### config.mk
export PLATFORM = sky130hd
export DESIGN_NAME = streaming_percentile_select_top
export DESIGN_NICKNAME = d
export VERILOG_FILES = /design/src/hdl/spsel_pkg.sv /design/src/hdl/spsel_front.sv /design/src/hdl/spsel_queue.sv /design/src/hdl/spsel_back.sv /design/src/hdl/streaming_percentile_select_top.sv
export SDC_FILE = /design/constraint.sdc
export NUM_CORES = 2
export LEC_CHECK = 0
export ABC_AREA = 1
export BUFFER_PORTS_ARGS = -buffer_cell sky130_fd_sc_hd__buf_2
export CAP_MARGIN = 20
export CORE_MARGIN = 8
export CORE_UTILIZATION = 59
export DETAILED_ROUTE_END_ITERATION = 10
export PLACE_DENSITY = 0.78
export RECOVER_POWER = 25
export SLEW_MARGIN = 5
export SYNTH_ARGS = -nofsm -noshare
export SYNTH_HDL_FRONTEND = slang
export SYNTH_SLANG_ARGS = --single-unit
### constraint.sdc
create_clock -name clk -period 9.3 [get_ports clk]
set_clock_uncertainty 0.1 [all_clocks]
set_input_delay 1.395 -clock clk [delete_from_list [all_inputs] [get_ports clk]]
set_output_delay 1.395 -clock clk [all_outputs]
set_load 0.02 [all_outputs]
### src/hdl/spsel_pkg.sv
// Shared types and constants for the streaming percentile select block.
// No dependencies; imported by the front, queue, back and top-level modules and the bench.
package spsel_pkg;

  localparam int CFG_INDEX_WIDTH = 2;

  localparam logic [CFG_INDEX_WIDTH-1:0] CFG_MODE     = 2'd0;
  localparam logic [CFG_INDEX_WIDTH-1:0] CFG_FRACTION = 2'd1;
  localparam logic [CFG_INDEX_WIDTH-1:0] CFG_TOTAL    = 2'd2;

  typedef enum logic [1:0] {
    KIND_NONE,
    KIND_DIRECT,
    KIND_INTERP,
    KIND_HELD
  } spsel_kind_t;

endpackage

### src/hdl/spsel_front.sv
// Front stage: configuration registers, input register and target computation.
// Depends on spsel_pkg; feeds spsel_queue with packed entries.
module spsel_front #(
  parameter int VALUE_WIDTH = 32,
  parameter int COUNT_WIDTH = 32,
  parameter int FRAC_BITS   = 16,
  localparam int CFG_W   = (COUNT_WIDTH > FRAC_BITS + 1) ? COUNT_WIDTH : FRAC_BITS + 1,
  localparam int TW      = COUNT_WIDTH + 1,
  localparam int ENTRY_W = 2 + VALUE_WIDTH + COUNT_WIDTH + 2 * TW + FRAC_BITS
) (
  input  logic                                   clk,
  input  logic                                   rst,
  input  logic                                   cfg_wr_en,
  input  logic [spsel_pkg::CFG_INDEX_WIDTH-1:0]  cfg_index,
  input  logic [CFG_W-1:0]                       cfg_data,
  input  logic                                   in_valid,
  output logic                                   in_ready,
  input  logic                                   in_group_start,
  input  logic                                   in_is_null,
  input  logic signed [VALUE_WIDTH-1:0]          in_sample_value,
  input  logic [COUNT_WIDTH-1:0]                 in_peer_count,
  output logic                                   out_valid,
  input  logic                                   out_ready,
  output logic [ENTRY_W-1:0]                     out_entry
);
  import spsel_pkg::*;

  localparam logic [FRAC_BITS:0] FRAC_ONE   = (FRAC_BITS + 1)'(1) << FRAC_BITS;
  localparam logic [FRAC_BITS:0] FRAC_RESET = (FRAC_BITS + 1)'(1) << (FRAC_BITS - 1);

  logic                   mode_discrete;
  logic [FRAC_BITS:0]     fraction;
  logic [COUNT_WIDTH-1:0] total_rows;

  logic                   f_gs;
  logic                   f_nul;
  logic [VALUE_WIDTH-1:0] f_value;
  logic [COUNT_WIDTH-1:0] f_count;

  logic [FRAC_BITS:0]             p_sat;
  logic [COUNT_WIDTH-1:0]         t_eff;
  logic [COUNT_WIDTH-1:0]         scale_in;
  logic [COUNT_WIDTH+FRAC_BITS:0] prod;
  logic [TW-1:0]                  whole;
  logic                           rem_nz;
  logic [TW-1:0]                  tgt_floor;
  logic [TW-1:0]                  tgt_ceil;
  logic [FRAC_BITS-1:0]           tgt_frac;

  always_ff @(posedge clk) begin
    if (rst) begin
      mode_discrete <= 1'b0;
      fraction      <= FRAC_RESET;
      total_rows    <= COUNT_WIDTH'(1);
    end else if (cfg_wr_en) begin
      unique case (cfg_index)
        CFG_MODE:     mode_discrete <= cfg_data[0];
        CFG_FRACTION: fraction      <= cfg_data[FRAC_BITS:0];
        CFG_TOTAL:    total_rows    <= cfg_data[COUNT_WIDTH-1:0];
        default: ;
      endcase
    end
  end

  assign in_ready = !out_valid || out_ready;

  always_ff @(posedge clk) begin
    if (rst) begin
      out_valid <= 1'b0;
    end else if (in_ready) begin
      out_valid <= in_valid;
    end
  end

  always_ff @(posedge clk) begin
    if (in_valid && in_ready) begin
      f_gs    <= in_group_start;
      f_nul   <= in_is_null;
      f_value <= in_sample_value;
      f_count <= in_peer_count;
    end
  end

  always_comb begin
    p_sat    = (fraction > FRAC_ONE) ? FRAC_ONE : fraction;
    t_eff    = (total_rows == '0) ? COUNT_WIDTH'(1) : total_rows;
    scale_in = mode_discrete ? t_eff : t_eff - COUNT_WIDTH'(1);
    prod     = {{(FRAC_BITS + 1){1'b0}}, scale_in} * {{COUNT_WIDTH{1'b0}}, p_sat};
    whole    = prod[COUNT_WIDTH+FRAC_BITS:FRAC_BITS];
    rem_nz   = |prod[FRAC_BITS-1:0];
    if (mode_discrete) begin
      tgt_floor = (p_sat == '0) ? TW'(1) : whole + TW'(rem_nz);
      tgt_ceil  = tgt_floor;
      tgt_frac  = '0;
    end else begin
      tgt_floor = whole + TW'(1);
      tgt_ceil  = tgt_floor + TW'(rem_nz);
      tgt_frac  = prod[FRAC_BITS-1:0];
    end
  end

  assign out_entry = {f_gs, f_nul, f_value, f_count, tgt_floor, tgt_ceil, tgt_frac};

endmodule

### src/hdl/spsel_queue.sv
// Small FIFO between the front and back stages of the percentile select block.
// Imports spsel_pkg directly, though it uses none of its items.
module spsel_queue #(
  parameter int WIDTH = 8,
  parameter int DEPTH = 2,
  localparam int AW   = (DEPTH > 2) ? $clog2(DEPTH) : 1,
  localparam int CW   = $clog2(DEPTH + 1)
) (
  input  logic             clk,
  input  logic             rst,
  input  logic             in_valid,
  output logic             in_ready,
  input  logic [WIDTH-1:0] in_entry,
  output logic             out_valid,
  input  logic             out_ready,
  output logic [WIDTH-1:0] out_entry
);
  import spsel_pkg::*;

  logic [WIDTH-1:0] mem [DEPTH];
  logic [AW-1:0]    wr_ptr;
  logic [AW-1:0]    rd_ptr;
  logic [CW-1:0]    count;
  logic             push;
  logic             pop;

  assign in_ready  = count != CW'(DEPTH);
  assign out_valid = count != '0;
  assign push      = in_valid && in_ready;
  assign pop       = out_valid && out_ready;
  assign out_entry = mem[rd_ptr];

  always_ff @(posedge clk) begin
    if (push) begin
      mem[wr_ptr] <= in_entry;
    end
  end

  always_ff @(posedge clk) begin
    if (rst) begin
      wr_ptr <= '0;
      rd_ptr <= '0;
      count  <= '0;
    end else begin
      if (push) begin
        wr_ptr <= (wr_ptr == AW'(DEPTH - 1)) ? '0 : wr_ptr + AW'(1);
      end
      if (pop) begin
        rd_ptr <= (rd_ptr == AW'(DEPTH - 1)) ? '0 : rd_ptr + AW'(1);
      end
      count <= count + CW'(push) - CW'(pop);
    end
  end

endmodule

### src/hdl/spsel_back.sv
// Back stage: row tracking, target match, interpolation and output register.
// Depends on spsel_pkg; takes entries from spsel_queue.
module spsel_back #(
  parameter int VALUE_WIDTH = 32,
  parameter int COUNT_WIDTH = 32,
  parameter int FRAC_BITS   = 16,
  localparam int TW      = COUNT_WIDTH + 1,
  localparam int PW      = COUNT_WIDTH + 2,
  localparam int ENTRY_W = 2 + VALUE_WIDTH + COUNT_WIDTH + 2 * TW + FRAC_BITS
) (
  input  logic                          clk,
  input  logic                          rst,
  input  logic                          in_valid,
  output logic                          in_ready,
  input  logic [ENTRY_W-1:0]            in_entry,
  output logic                          out_valid,
  input  logic                          out_ready,
  output logic                          out_found,
  output logic signed [VALUE_WIDTH-1:0] out_answer
);
  import spsel_pkg::*;

  logic                   e_gs;
  logic                   e_nul;
  logic [VALUE_WIDTH-1:0] e_value;
  logic [COUNT_WIDTH-1:0] e_count;
  logic [TW-1:0]          e_floor;
  logic [TW-1:0]          e_ceil;
  logic [FRAC_BITS-1:0]   e_frac;

  logic [PW-1:0]          row_pos;
  logic [TW-1:0]          t_floor;
  logic [TW-1:0]          t_ceil;
  logic [FRAC_BITS-1:0]   t_frac;
  logic [VALUE_WIDTH-1:0] prev;
  logic                   done;

  logic [PW-1:0]          r0;
  logic [TW-1:0]          tf_eff;
  logic [TW-1:0]          tc_eff;
  logic [FRAC_BITS-1:0]   fr_eff;
  logic [VALUE_WIDTH-1:0] prev_eff;
  logic                   done_eff;
  logic [PW:0]            rn1;
  logic [PW-1:0]          row_sat;
  logic                   le_floor;
  logic                   gt_floor;
  logic                   gt_ceil;
  logic                   ge_ceil;
  logic [VALUE_WIDTH:0]   diff;

  logic [PW-1:0]          row_next;
  logic [VALUE_WIDTH-1:0] prev_next;
  logic                   done_next;
  spsel_kind_t            kind;
  logic [VALUE_WIDTH-1:0] a_sel;
  logic                   up_sel;
  logic [VALUE_WIDTH:0]   mag_sel;

  logic                   p1_valid;
  spsel_kind_t            p1_kind;
  logic [VALUE_WIDTH-1:0] p1_a;
  logic                   p1_up;
  logic [VALUE_WIDTH:0]   p1_mag;
  logic [FRAC_BITS-1:0]   p1_frac;
  logic                   p1_ready;
  logic                   p2_ready;
  logic                   pop;

  logic [VALUE_WIDTH+FRAC_BITS:0] prod;
  logic [VALUE_WIDTH-1:0]         q;
  logic                           r_nz;
  logic [VALUE_WIDTH-1:0]         res;
  logic [VALUE_WIDTH-1:0]         held;

  assign {e_gs, e_nul, e_value, e_count, e_floor, e_ceil, e_frac} = in_entry;

  assign p2_ready = !out_valid || out_ready;
  assign p1_ready = !p1_valid || p2_ready;
  assign in_ready = p1_ready;
  assign pop      = in_valid && p1_ready;

  always_comb begin
    if (e_gs) begin
      r0       = PW'(1);
      tf_eff   = e_floor;
      tc_eff   = e_ceil;
      fr_eff   = e_frac;
      prev_eff = '0;
      done_eff = 1'b0;
    end else begin
      r0       = row_pos;
      tf_eff   = t_floor;
      tc_eff   = t_ceil;
      fr_eff   = t_frac;
      prev_eff = prev;
      done_eff = done;
    end
    rn1      = {1'b0, r0} + {{(PW + 1 - COUNT_WIDTH){1'b0}}, e_count};
    row_sat  = rn1[PW] ? '1 : rn1[PW-1:0];
    le_floor = r0 <= {{(PW - TW){1'b0}}, tf_eff};
    ge_ceil  = r0 >= {{(PW - TW){1'b0}}, tc_eff};
    gt_floor = rn1 > {{(PW + 1 - TW){1'b0}}, tf_eff};
    gt_ceil  = rn1 > {{(PW + 1 - TW){1'b0}}, tc_eff};
    diff     = {e_value[VALUE_WIDTH-1], e_value} - {prev_eff[VALUE_WIDTH-1], prev_eff};

    row_next  = r0;
    prev_next = prev_eff;
    done_next = done_eff;
    kind      = done_eff ? KIND_HELD : KIND_NONE;
    a_sel     = e_value;
    up_sel    = 1'b1;
    mag_sel   = '0;
    if (!done_eff && !e_nul) begin
      row_next = row_sat;
      priority if (le_floor && gt_ceil) begin
        kind      = KIND_DIRECT;
        done_next = 1'b1;
      end else if (le_floor && gt_floor) begin
        prev_next = e_value;
      end else if (ge_ceil) begin
        kind      = KIND_INTERP;
        done_next = 1'b1;
        a_sel     = prev_eff;
        up_sel    = ~diff[VALUE_WIDTH];
        mag_sel   = diff[VALUE_WIDTH] ? (~diff + (VALUE_WIDTH + 1)'(1)) : diff;
      end
    end
  end

  always_ff @(posedge clk) begin
    if (rst) begin
      row_pos <= PW'(1);
      t_floor <= '0;
      t_ceil  <= '0;
      t_frac  <= '0;
      prev    <= '0;
      done    <= 1'b0;
    end else if (pop) begin
      row_pos <= row_next;
      t_floor <= tf_eff;
      t_ceil  <= tc_eff;
      t_frac  <= fr_eff;
      prev    <= prev_next;
      done    <= done_next;
    end
  end

  always_ff @(posedge clk) begin
    if (rst) begin
      p1_valid <= 1'b0;
    end else if (p1_ready) begin
      p1_valid <= in_valid;
    end
  end

  always_ff @(posedge clk) begin
    if (pop) begin
      p1_kind <= kind;
      p1_a    <= a_sel;
      p1_up   <= up_sel;
      p1_mag  <= mag_sel;
      p1_frac <= fr_eff;
    end
  end

  always_comb begin
    prod = {{FRAC_BITS{1'b0}}, p1_mag} * {{(VALUE_WIDTH + 1){1'b0}}, p1_frac};
    q    = prod[VALUE_WIDTH+FRAC_BITS-1:FRAC_BITS];
    r_nz = |prod[FRAC_BITS-1:0];
    res  = p1_up ? p1_a + q : p1_a - q - VALUE_WIDTH'(r_nz);
  end

  always_ff @(posedge clk) begin
    if (rst) begin
      out_valid <= 1'b0;
    end else if (p2_ready) begin
      out_valid <= p1_valid;
    end
  end

  always_ff @(posedge clk) begin
    if (p1_valid && p2_ready) begin
      unique case (p1_kind)
        KIND_NONE: begin
          out_found  <= 1'b0;
          out_answer <= '0;
        end
        KIND_DIRECT, KIND_INTERP: begin
          out_found  <= 1'b1;
          out_answer <= res;
          held       <= res;
        end
        KIND_HELD: begin
          out_found  <= 1'b1;
          out_answer <= held;
        end
        default: begin
          out_found  <= 1'b0;
          out_answer <= '0;
        end
      endcase
    end
  end

endmodule

### src/hdl/streaming_percentile_select_top.sv
// Streaming percentile select: top level joining front, queue and back stages.
// Depends on spsel_pkg, spsel_front, spsel_queue and spsel_back.
//
// Usage: sorted values arrive on s_axis with their peer counts; every accepted
// transaction yields exactly one result transaction on m_axis, in order.
// s_axis_tuser[0] opens a new group (state cleared, targets taken from the
// registers at that moment); s_axis_tuser[1] marks a null item, which moves
// no rows. m_axis_tuser[0] is the found flag; tdata is zero while not found.
// Configuration: cfg_wr_en writes cfg_data to register cfg_index (0 mode,
// 1 fraction, 2 total rows) at the clock edge; write only while idle.
// Path: the front input register, the queue, then the back stage's row tracker and output register.
// Throughput: one transaction per cycle while m_axis_tready holds high; the row tracker
// in the back stage updates the running row position once per item.
// Stall: a 2-entry queue decouples the front register from the back
// pipeline; s_axis_tready drops once the front register and queue are full
// and the back stage is held by m_axis_tready.
// Reset (rst, synchronous): registers return to mode 0, fraction one half,
// total rows 1; all in-flight transactions are dropped.
module streaming_percentile_select_top #(
  parameter int VALUE_WIDTH = 32,
  parameter int COUNT_WIDTH = 32,
  parameter int FRAC_BITS   = 16,
  localparam int CFG_W      = (COUNT_WIDTH > FRAC_BITS + 1) ? COUNT_WIDTH : FRAC_BITS + 1,
  localparam int IN_DATA_W  = ((VALUE_WIDTH + COUNT_WIDTH + 7) / 8) * 8,
  localparam int OUT_DATA_W = ((VALUE_WIDTH + 7) / 8) * 8
) (
  input  logic                                  clk,
  input  logic                                  rst,
  input  logic                                  cfg_wr_en,
  input  logic [spsel_pkg::CFG_INDEX_WIDTH-1:0] cfg_index,
  input  logic [CFG_W-1:0]                      cfg_data,
  input  logic                                  s_axis_tvalid,
  output logic                                  s_axis_tready,
  input  logic [IN_DATA_W-1:0]                  s_axis_tdata,  // sample_value, peers
  input  logic [1:0]                            s_axis_tuser,  // group_start, is_null
  output logic                                  m_axis_tvalid,
  input  logic                                  m_axis_tready,
  output logic [OUT_DATA_W-1:0]                 m_axis_tdata,  // answer
  output logic [0:0]                            m_axis_tuser   // found
);
  import spsel_pkg::*;

  localparam int TW      = COUNT_WIDTH + 1;
  localparam int ENTRY_W = 2 + VALUE_WIDTH + COUNT_WIDTH + 2 * TW + FRAC_BITS;

  logic                   fq_valid;
  logic                   fq_ready;
  logic [ENTRY_W-1:0]     fq_entry;
  logic                   qb_valid;
  logic                   qb_ready;
  logic [ENTRY_W-1:0]     qb_entry;
  logic                   found;
  logic [VALUE_WIDTH-1:0] answer;

  spsel_front #(
    .VALUE_WIDTH (VALUE_WIDTH),
    .COUNT_WIDTH (COUNT_WIDTH),
    .FRAC_BITS   (FRAC_BITS)
  ) u_front (
    .clk             (clk),
    .rst             (rst),
    .cfg_wr_en       (cfg_wr_en),
    .cfg_index       (cfg_index),
    .cfg_data        (cfg_data),
    .in_valid        (s_axis_tvalid),
    .in_ready        (s_axis_tready),
    .in_group_start  (s_axis_tuser[0]),
    .in_is_null      (s_axis_tuser[1]),
    .in_sample_value (s_axis_tdata[VALUE_WIDTH-1:0]),
    .in_peer_count   (s_axis_tdata[VALUE_WIDTH+COUNT_WIDTH-1:VALUE_WIDTH]),
    .out_valid       (fq_valid),
    .out_ready       (fq_ready),
    .out_entry       (fq_entry)
  );

  spsel_queue #(
    .WIDTH (ENTRY_W),
    .DEPTH (2)
  ) u_queue (
    .clk       (clk),
    .rst       (rst),
    .in_valid  (fq_valid),
    .in_ready  (fq_ready),
    .in_entry  (fq_entry),
    .out_valid (qb_valid),
    .out_ready (qb_ready),
    .out_entry (qb_entry)
  );

  spsel_back #(
    .VALUE_WIDTH (VALUE_WIDTH),
    .COUNT_WIDTH (COUNT_WIDTH),
    .FRAC_BITS   (FRAC_BITS)
  ) u_back (
    .clk        (clk),
    .rst        (rst),
    .in_valid   (qb_valid),
    .in_ready   (qb_ready),
    .in_entry   (qb_entry),
    .out_valid  (m_axis_tvalid),
    .out_ready  (m_axis_tready),
    .out_found  (found),
    .out_answer (answer)
  );

  assign m_axis_tdata    = OUT_DATA_W'(answer);
  assign m_axis_tuser[0] = found;

`ifndef SYNTH
  a_full_not_empty: assert property (@(posedge clk) disable iff (rst)
    !fq_ready |-> qb_valid)
    else $error("queue reports full while empty");

  a_reset_clears_output: assert property (@(posedge clk)
    rst |=> !m_axis_tvalid)
    else $error("result valid right after reset");

  a_null_answer_zero: assert property (@(posedge clk) disable iff (rst)
    (m_axis_tvalid && !m_axis_tuser[0]) |-> (m_axis_tdata == '0))
    else $error("nonzero answer without found");
`endif

endmodule

==> results.yml <==
layout:
  layout-drive-gt1-share: 0.200
  n_fill_cell: 10200
  final_common_cell: "nand2_1"
  final_area_um2: 93800
  post-route-util: 0.714
  area_growth_pct: 20.5
  layout_common_cells: "2,272 x nand2_1, 1,748 x inv_1, 862 x buf_4"
  final_nets: 12300
timing:
  hold_viol_final: 0
  rsz0062_at_grt: "true"
  setup_ws_ps: 62.5
  worst_pin_slew_ps: 4560
  slew_viol_final: 227
  fin_crit_ps: 9240
  finalCritPeriodShare: 0.993
  setup_viol: 0
  slew-limit-headroom: -2.04
  fmax_ghz: 0.108
  fin_setup_tns_ps: 0
route:
  ant_nets: 0
  wire_per_inst_um: 19.8
  drt_iter0_drc: 6871
  vias: 71300
  drc_errors: 0
  firstDrtPassIters: 8
  wirelength_um: 249000
  route.detailed.vias_per_inst: 5.66
synth:
  async_flop_share: 0
  ys_seq_area_frac: 0.250
  synth_top_cell_area_share: 0.228
  ys_ff_latch: 718
  yosys.area.top_type: "fa_1"
  synth_area_per_cell_um2: 7.83
  synth.net_count: 11500
  ys_warn_count: 0
  synthesis.area_um2: 77800
  yosys_most_used_dff: "edfxtp_1"
  yosys-top-cells-area: "fa_1 23%, edfxtp_1 20%, nand2_1 12%"
  synth_edf_count: 511
  synthCells: 9943
  synthDistinctLibCells: 68
critical_path:
  path_max_fanout: 4
  worstPathRequired_ps: 9620
  worst_setup_path_start_kind: "flop"
  regToRegSetupSlack_ps: 60
  worstSetupPathType: "reg -> reg"
  cp_slowest_cell: "fa_1"
  max_stage_delay_ps: 590
  cp-end-kind: "flop"
  critPathArrivalTime_ps: 9560
global_routing:
  grt_max_degree: 209
  grt_pass1_vias: 71200
  grt_util_met3: 0.0548
  grt_pass1_wl_um: 383000
  grtUsageMet1: 0.428
  grt.busiest_layer: "met2"
  gr-total-overflow: 0
  grt_usage: 0.337
  antenna_found_initial: 2
  grt_use_met2: 0.561
clock_tree:
  cts_tree: "done"
  insertion_delay_ps: 700
  cts_buffers: 79
  root_buffer: "clkbuf_16"
  clockBufferDepth: 3
  h-tree-depth: 3
  clk_pin_slew_ps: 70
  cts_sinks: 718
floorplanning:
  ios: 140
  die_height_um: 379
  rows: 133
  start_util: 0.593
  die_width_um: 379
  die_area_um2: 144000
  core-area_um2: 131000
min_path:
  hp-class: "reg -> reg"
place:
  pre_cts_slack_ps: -671
  dpl_cell_area_um2: 85600
  portBuffers: 139
  post-dp-hpwl_um: 193000
  gp_congestion: 1.00
job:
  max_cap_violations: 5
run_status:
  violations: "capacitance limit, slew limit"
  status: "finished with violations"
==> path summary, 6_finish.rpt <==
check | startpoint | cells after the start | endpoint
max | u_front.total_rows[15]$_SDFFE_PP0P_ | 59 | u_queue.mem[1][47]$_DFFE_PP_
min | u_front.f_value[2]$_DFFE_PP_ | 0 | u_queue.mem[1][116]$_DFFE_PP_
max reg2reg | u_front.total_rows[15]$_SDFFE_PP0P_ | 59 | u_queue.mem[1][47]$_DFFE_PP_
min reg2reg | u_front.f_value[2]$_DFFE_PP_ | 0 | u_queue.mem[1][116]$_DFFE_PP_
==> cell type report <==
| class | count | area [µm²] | share of cell area |
|---|---|---|---|
| multi-input combinational | 6955 | 53400 | 0.569 |
| sequential | 718 | 19500 | 0.208 |
| timing repair buffer | 1122 | 8870 | 0.0946 |
| inverter | 1898 | 7180 | 0.0766 |
| tap | 1755 | 2200 | 0.0234 |
| clock buffer | 97 | 2040 | 0.0218 |
| clock inverter | 51 | 578 | 0.00617 |
| antenna | 2 | 5.00 | 0.0000534 |
==> cells in the mapped netlist (22+ instances only) <==
cell	number
clkbuf_1	336
o21a_1	28
o21ai_0	480
dfxtp_1	207
nand2_1	2551
a21oi_1	536
nor2_2	40
nand4_1	100
or2_2	36
nor2_1	852
nor4_1	36
inv_2	22
nand3_1	300
xnor2_1	55
xor2_1	107
nor3_1	78
inv_1	1860
nand2_2	36
a31oi_1	45
ha_1	538
o221ai_1	37
fa_1	885
edfxtp_1	511
==> cell families (layout without fill, tap and decap cells) <==
family	count (synthesis)	count (layout)	synth area share
xor gates and xnor gates	163	163	0.0184
other	0	2	0
and+or+nand+nor	4102	4102	0.218
AOI/OAI and AO/OA	1261	1261	0.0887
buffers and inverters	2270	3168	0.110
adders and majority gates	1423	1423	0.314
DFF	718	718	0.250
muxes	6	6	0.000788
==> flip-flops by register name (all words and copies together) (netlist names), 16 cells and up, named ones only <==
| register | flops |
|---|---|
| u_queue.mem | 296 |
| u_front.fraction | 17 |
| u_back.t_floor | 33 |
| u_back.row_pos | 34 |
| u_back.prev | 32 |
| u_back.p1_mag | 33 |
| u_back.t_ceil | 33 |
| u_front.f_count | 32 |
| u_back.p1_frac | 16 |
| u_back.t_frac | 16 |
| u_back.p1_a | 32 |
| u_front.total_rows | 32 |
| u_back.held | 32 |
| u_back.out_answer | 32 |
| u_front.f_value | 32 |
==> critical path: cells and delay by family, from the launching register on <==
family	cells	cell delay (ps)
fa+ha+maj	8	3480
simple gates	32	3300
flops	1	330
buf+inv	18	1660
compound gates	1	50
==> metal layers <==
metal	vias up	routed length [µm]
met1	34400	95400
met3	854	21000
li1	32700	-
met5	-	11
met2	3305	117000
met4	2	15000
==> per-stage QoR <==
step	cells	hold slack, ps
floorplan	9943	321
global placement	12300	324
detailed placement	12300	330
CTS	12500	327
global route	12600	346
finish	12600	333
==> repair_timing <==
| item | in CTS | in global routing |
|---|---|---|
| gates resized for setup | 273 | 826 |
| pin swaps | 60 | 453 |
| hold buffers | 0 | 0 |
| buffers inserted | 53 | 141 |
| setup endpoints to repair | 122 | 164 |
| cloned | 0 | 1 |
Power is left out: the tool's default activity adds up to more than one toggle a clock period on the data nets, which glitch-free logic cannot reach.
